$ cat config.mk
export PLATFORM = sky130hd
export DESIGN_NAME = mpgm_relax_unit
export DESIGN_NICKNAME = d
export VERILOG_FILES = /design/src/rtl/core/max_plus_graph_morphology_macros.svh /design/src/rtl/core/mpgm_pkg.sv /design/src/rtl/core/mpgm_relax_unit.sv
export SDC_FILE = /design/constraint.sdc
export NUM_CORES = 1
export LEC_CHECK = 0
export BUFFER_PORTS_ARGS = -buffer_cell sky130_fd_sc_hd__buf_2
export CAP_MARGIN = 30
export CORE_ASPECT_RATIO = 1.5
export CORE_MARGIN = 4
export CORE_UTILIZATION = 53
export DETAILED_ROUTE_END_ITERATION = 10
export GPL_ROUTABILITY_DRIVEN = 0
export PLACE_DENSITY = 0.82
export SYNTH_ARGS = -nofsm -noshare
export SYNTH_HDL_FRONTEND = slang
export SYNTH_SLANG_ARGS = --single-unit
$ cat constraint.sdc
create_clock -name vclk -period 6.45
set_clock_uncertainty 0.1 [all_clocks]
set_input_delay 0.3225 -clock vclk [all_inputs]
set_output_delay 0.3225 -clock vclk [all_outputs]
set_load 0.02 [all_outputs]
$ cat src/rtl/core/max_plus_graph_morphology_macros.svh
`ifndef MAX_PLUS_GRAPH_MORPHOLOGY_MACROS_SVH
`define MAX_PLUS_GRAPH_MORPHOLOGY_MACROS_SVH

// Same-cycle implication, disabled while the active-low reset is asserted
`define MPGM_ASSERT_NOW(lbl, clk, rst_n, ante, cons, msg) \
    lbl: assert property (@(posedge clk) disable iff (!(rst_n)) (ante) |-> (cons)) \
        else $error(msg);

// Next-cycle implication
`define MPGM_ASSERT_NEXT(lbl, clk, rst_n, ante, cons, msg) \
    lbl: assert property (@(posedge clk) disable iff (!(rst_n)) (ante) |=> (cons)) \
        else $error(msg);

`endif

$ cat src/rtl/core/mpgm_pkg.sv
`timescale 1ns / 1ps
`default_nettype none
package mpgm_pkg;

    localparam int MAX_PIXELS = 4096;
    localparam int MAX_EDGES  = 16384;
    localparam int VALUE_BITS = 24;

    localparam int PIX_AW  = $clog2(MAX_PIXELS);
    localparam int PIX_CW  = PIX_AW + 1;
    localparam int EDGE_AW = $clog2(MAX_EDGES);
    localparam int EDGE_CW = EDGE_AW + 1;

    // fixed field widths
    localparam int OP_W     = 2;
    localparam int SLOT_W   = 14;
    localparam int NODE_W   = 12;
    localparam int PXCNT_W  = 13;
    localparam int EDCNT_W  = 15;
    localparam int LIMIT_W  = 8;
    localparam int MODE_W   = 2;
    localparam int CFGIDX_W = 2;
    localparam int CFGDAT_W = 15;

    typedef logic [PIX_AW-1:0]            t_pix_addr;
    typedef logic [EDGE_AW-1:0]           t_edge_addr;
    typedef logic signed [VALUE_BITS-1:0] t_value;

    typedef enum logic [OP_W-1:0] {
        OP_LOAD_PIXEL = 2'd0,
        OP_LOAD_EDGE  = 2'd1,
        OP_RUN        = 2'd2,
        OP_READ       = 2'd3
    } t_op;

    typedef enum logic [MODE_W-1:0] {
        MODE_DILATE = 2'd0,
        MODE_ERODE  = 2'd1,
        MODE_OPEN   = 2'd2,
        MODE_CLOSE  = 2'd3
    } t_mode;

    typedef enum logic [CFGIDX_W-1:0] {
        CFG_MODE        = 2'd0,
        CFG_ITER_LIMIT  = 2'd1,
        CFG_PIXEL_COUNT = 2'd2,
        CFG_EDGE_COUNT  = 2'd3
    } t_cfg_idx;

    localparam logic KIND_RUN  = 1'b0;
    localparam logic KIND_READ = 1'b1;

    typedef enum logic [3:0] {
        S_IDLE,
        S_READ,
        S_COPY,
        S_LOOP,
        S_EDGE_RD,
        S_EDGE_CHK,
        S_UPD1,
        S_RD2,
        S_UPD2,
        S_DONE
    } t_state;

    typedef struct packed {
        logic [NODE_W-1:0] node_a;
        logic [NODE_W-1:0] node_b;
        t_value            gain;
    } t_edge;

    typedef struct packed {
        logic      src_we;
        t_pix_addr src_waddr;
        t_value    src_wdata;
        t_pix_addr src_raddr;
        logic      prev_we;
        t_pix_addr prev_waddr;
        t_value    prev_wdata;
        t_pix_addr prev_raddr0;
        t_pix_addr prev_raddr1;
        logic      cur_we;
        t_pix_addr cur_waddr;
        t_value    cur_wdata;
        t_pix_addr cur_raddr;
    } t_img_req;

endpackage
`default_nettype wire

$ cat src/rtl/core/mpgm_relax_unit.sv
`timescale 1ns / 1ps
`default_nettype none
module mpgm_relax_unit (
    input  wire logic              i_erode,
    input  wire mpgm_pkg::t_value  i_prev,
    input  wire mpgm_pkg::t_value  i_gain,
    input  wire mpgm_pkg::t_value  i_cur,
    output logic                   o_update,
    output mpgm_pkg::t_value       o_value
);

    localparam int SW = mpgm_pkg::VALUE_BITS + 2;
    localparam logic signed [SW-1:0] VMAX = SW'((64'sd1 <<< (mpgm_pkg::VALUE_BITS - 1)) - 1);
    localparam logic signed [SW-1:0] VMIN = -SW'(64'sd1 <<< (mpgm_pkg::VALUE_BITS - 1));

    logic signed [SW-1:0] sum;

    // candidate = prev +/- gain, saturated
    always_comb begin
        if (i_erode) begin
            sum = SW'(i_prev) - SW'(i_gain);
        end else begin
            sum = SW'(i_prev) + SW'(i_gain);
        end
        if (sum > VMAX) begin
            o_value = VMAX[mpgm_pkg::VALUE_BITS-1:0];
        end else if (sum < VMIN) begin
            o_value = VMIN[mpgm_pkg::VALUE_BITS-1:0];
        end else begin
            o_value = sum[mpgm_pkg::VALUE_BITS-1:0];
        end
        // max for dilation, min for erosion
        if (i_erode) begin
            o_update = (i_cur > o_value);
        end else begin
            o_update = (i_cur < o_value);
        end
    end

endmodule
`default_nettype wire

### Yosys cells after proc, flatten, opt, wreduce, memory -nomap -nowiden

Cells that the tools add are included.

| storage, ports and cells | value |
|---|---|
| register bits | 0 |
| output and inout port bits | 25 |
| input bits | 73 |
| logic and storage cells | 10 |

| operators by class | value |
|---|---|
| order comparisons | 4 |
| add/subtract/negate cells | 2 |
| mux-type cells | 4 |

Operators by type and width:

| operator | count |
|---|---|
| $mux 24 | 2 |
| $gt 26x24->1 const B | 1 |
| $lt 26x24->1 const B | 1 |
| $mux 26 | 1 |
| $add 24x24->25 | 1 |
| $sub 24x24->25 | 1 |
| $gt 24x24->1 | 1 |
| $lt 24x24->1 | 1 |
| $mux 1 | 1 |

### Longest topological paths before layout

| depth | value |
|---|---|
| word-level depth | 7 |
| mapped depth | 28 |
| depth with buffers taken out | 25 |

### Worst setup path before layout

Ideal clock, no wire load.

| timing path | value |
|---|---|
| path kind | in2out |
| from | input i_gain[0] |
| to | output o_update |
| stages on the path | 27 |
| arrival | 5.460 ns |
| path slack | 0.567 ns |
| required time | 6.028 ns |
| buffers on the path | 2 |
| cells stage by stage | inv_1 ha_1 or4b_4 nor4_1 nor2_1 xnor2_1 ha_1 clkbuf_1 and4_1 o21ai_1 o21ba_2 nor3_1 o21ai_1 xor2_1 inv_2 nor2_1 clkbuf_1 o21ai_1 ha_1 a21o_1 a21o_1 a21oi_1 o21a_1 o211ai_1 a21oi_1 mux2i_1 mux2i_1 |

| on the way | value |
|---|---|
| word-level cells in the longest chain between the ends | 7 |
| elaborated cells on any way between the ends | 10 |
| classes of those cells | add/sub (2); order compare (4); mux (4) |

Ends and longest elaborated chain:

| item | RTL line | source |
|---|---|---|
| start, declared | mpgm_relax_unit.sv:6 | `input wire mpgm_pkg::t_value i_gain,` |
| $add 24x24->25 / $sub 24x24->25 (equally long branches) | mpgm_relax_unit.sv:23, mpgm_relax_unit.sv:21 |  |
| $mux 26 (*) | mpgm_relax_unit.sv:20 | `if (i_erode) begin` |
| $lt 26x24->1 | mpgm_relax_unit.sv:27 | `end else if (sum < VMIN) begin` |
| $mux 24 | mpgm_relax_unit.sv:27 |  |
| $mux 24 (*) | mpgm_relax_unit.sv:25 | `if (sum > VMAX) begin` |
| named net o_value[23] | mpgm_relax_unit.sv:9 | `output mpgm_pkg::t_value o_value` |
| $lt 24x24->1 / $gt 24x24->1 (equally long branches) | mpgm_relax_unit.sv:36, mpgm_relax_unit.sv:34 |  |
| $mux 1 (*) | mpgm_relax_unit.sv:33 | `if (i_erode) begin` |
| end, declared | mpgm_relax_unit.sv:8 | `output logic o_update,` |

The timed path passes the listed nets; every way through them passes the cells marked *.

### Worst setup path in the final report

| timing path | value |
|---|---|
| from | input i_gain[0] |
| to | output o_update |

| on the way | value |
|---|---|
| word-level cells in the longest chain between the ends | 7 |
| elaborated cells on any way between the ends | 10 |
| classes of those cells | add/sub (2); order compare (4); mux (4) |

Ends and longest elaborated chain:

| item | RTL line |
|---|---|
| $add 24x24->25 / $sub 24x24->25 (equally long branches) | mpgm_relax_unit.sv:23, mpgm_relax_unit.sv:21 |
| $mux 26 (*) | mpgm_relax_unit.sv:20 |
| $lt 26x24->1 | mpgm_relax_unit.sv:27 |
| $mux 24 | mpgm_relax_unit.sv:27 |
| $mux 24 (*) | mpgm_relax_unit.sv:25 |
| $lt 24x24->1 / $gt 24x24->1 (equally long branches) | mpgm_relax_unit.sv:36, mpgm_relax_unit.sv:34 |
| $mux 1 (*) | mpgm_relax_unit.sv:33 |

Every way passes the cells marked *; elsewhere a longest branch is shown, timed or not.

==> impl_metrics.json <==
{
  "timing.critical_path.to_type": "output port",
  "synth_top_area_share_pct": 22.72,
  "route.detailed.drc": 0,
  "tns_ps": 0,
  "synth_area_per_cell_um2": 7.084,
  "design.seq.count": 0,
  "vias_per_cell": 5.609,
  "cell_internal_pwr_mw": 0.3253,
  "setup_violations": 0,
  "status": "complete, no violations",
  "grt_pass1_wl_um": 11770,
  "final.min_clock_period_ps": 6125,
  "cp.required_ps": 6030,
  "path_buf_inv": 3,
  "wirelength_um": 7242,
  "ys_types": 50,
  "crit_fanout": 6,
  "drive_gt1_share_pct": 25.27,
  "fmax_mhz": 163.3,
  "hold_depth": 5,
  "dpl.hpwl_um": 6383,
  "grt_util_all_layers_pct": 22.27,
  "start_util_pct": 55.22,
  "hold_buffers": 0,
  "hold_class": "in2out",
  "vias": 3012,
  "switching_share_pct": 58.18,
  "max_stage_delay_ps": 520,
  "antenna_found_initial": 0,
  "synthCells": 381,
  "min_period_over_period_pct": 94.97,
  "crit_path_start_kind": "input port",
  "die_area_mm2": 0.006321,
  "netlist_area_mm2": 0.002699,
  "seq_power_share_pct": 0,
  "cpMaxStageDelayCell": "or4b_4",
  "min_to": "o_value[23]",
  "die_width_um": 66.27,
  "initialDrtViolationCount": 66,
  "first_pass_iters": 4,
  "seq_area_um2": 0,
  "tightest_slew_ps": 440.6,
  "topRoutingLayerUsed": "met4",
  "p_leak_nw": 1.604,
  "clkbuf_count": 0,
  "ys_warn_count": 0,
  "nFillCells": 488,
  "n_antenna_cell": 0,
  "grt_max_degree": 28,
  "drv_cap": 0,
  "io_pins": 98,
  "yosysTopAreaCell": "ha_1",
  "core_area_mm2": 0.004887,
  "area_growth_pct": 19.75,
  "syn_nets": 504,
  "cpLargestDelayFamily": "compound AO/OA/AOI/OAI gates",
  "globalRouteOverflowTotal": 0,
  "crit_arrival_ps": 5700,
  "peakVddDrop_mv": 0.08305,
  "portBuffers": 98,
  "crit_type": "in2out",
  "p_per_area_mw_per_mm2": 240.7,
  "core.rowCount": 31,
  "synthTopCellsByArea": "ha_1, xnor2_1, a21oi_1",
  "cts_setup_buffers": 0,
  "met1_length_um": 3138,
  "wl_met2_um": 3698,
  "post_drt_wl_per_cell_um": 13.49,
  "cp_common_cell": "o21a_1",
  "relSlewSlack_pct": 70.36,
  "layout.nets": 596,
  "hp-start": "i_prev[23]",
  "finalMaxSlewViolations": 0,
  "postCtsResizedCells": 0,
  "met3_wirelength_um": 348,
  "timing.hold.ws_ps": 1124,
  "p_comb_share_pct": 100.0,
  "die_h_um": 95.40,
  "postRouteAntennaNets": 0,
  "p_clk_share_pct": 0,
  "ys_seq_area_share_pct": 0,
  "p_switching_mw": 0.4526,
  "grt_pass1_vias": 2853,
  "hold_viol_final": 0
}
[per-stage QoR]
step,util [%],instances,cell area [um^2],worst slack [ps],power [mW]
after floorplan,-,381,2699,567.3,0.5861
after global placement,66.05,537,3228,556.4,0.7586
after detailed placement,66.05,537,3228,387.3,0.7743
after CTS,66.05,537,3228,359.9,0.7783
after global routing,66.13,537,3232,-5.652,0.8651
final,66.13,537,3232,324.7,0.7779
[layout by cell type (no fill, tap or decap), types with 2 or more instances in the layout]
| master | instances |
|---|---|
| a21o_1 | 27 |
| nand3_1 | 4 |
| nor4_1 | 5 |
| nor2_1 | 35 |
| mux2i_1 | 2 |
| inv_1 | 10 |
| xnor2_1 | 35 |
| a21oi_2 | 5 |
| and4_1 | 5 |
| o211ai_1 | 5 |
| a31oi_1 | 5 |
| a211oi_1 | 2 |
| o21a_1 | 15 |
| buf_4 | 6 |
| or3_1 | 2 |
| ha_1 | 49 |
| a21boi_0 | 2 |
| o21ai_1 | 8 |
| o2111ai_1 | 3 |
| a21oi_1 | 50 |
| nand2b_1 | 5 |
| nand2_1 | 21 |
| xor2_1 | 12 |
| nor3_1 | 7 |
| nor2b_1 | 3 |
| buf_2 | 98 |
| or2_2 | 2 |
| o21ai_0 | 21 |
| and2_1 | 2 |
| nand4_1 | 6 |
[cell usage after synthesis (2+ instances only)]
library cell	instances
clkbuf_1	7
nor3_1	7
nor4_1	5
o211ai_1	5
ha_1	49
nand2b_1	5
xor2_1	12
a31oi_1	5
buf_6	5
o21a_1	15
and4_1	5
nand4_1	6
mux2i_1	2
nor2_1	36
inv_1	10
a21oi_1	51
nand3_1	4
a21oi_2	4
o21ai_0	21
a21boi_0	2
and2_1	2
xnor2_1	35
or2_2	2
or3_1	2
o21ai_1	8
nand2_1	21
o2111ai_1	3
a21o_1	27
a211oi_1	2
nor2b_1	3
[layer usage]
metal / vias to the layer above / GRT usage [%]
met4: 0 / 1.695
met3: 6 / 0.3538
met1: 1324 / 28.20
met2: 78 / 42.83
li1: 1604 / -
met5: - / 0
[logic make-up (layout without fill, tap and decap cells)]
group	count (synthesis)	count (layout)	share of synthesized area, %
AOI/OAI and AO/OA	150	150	34.63
muxes	3	3	1.159
and+or+nand+nor	106	106	20.58
xor gates and xnor gates	47	47	15.25
buffers and inverters	25	115	4.914
adders and majority gates	50	50	23.46
[power groups by stage]
stage / clock network (mW) / registers, mW / logic [mW]
CTS: 0 / 0 / 0.778
floorplan: 0 / 0 / 0.586
detailed placement: 0 / 0 / 0.774
global placement: 0 / 0 / 0.759
global route: 0 / 0 / 0.865
finish: 0 / 0 / 0.778
[how the worst max path moves through the flow]
stage,startpoint,to,slack (ps),cells past startpoint
6_report,i_gain[0],o_update,320,26
2_1_floorplan,i_gain[0],o_update,570,27
5_1_grt,i_gain[0],o_update,-6,26
3_3_place_gp,i_gain[0],o_update,560,27
4_1_cts,i_gain[0],o_update,360,26
3_5_place_dp,i_gain[0],o_update,390,27
[area by class of cell]
type | instances | area [um^2] | share of cell area (%)
multi-input combinational | 356 | 2572 | 79.60
timing repair buffer | 104 | 535.5 | 16.57
tap | 66 | 82.58 | 2.555
inverter | 11 | 41.29 | 1.278
Power figures use the tool's default switching activity.
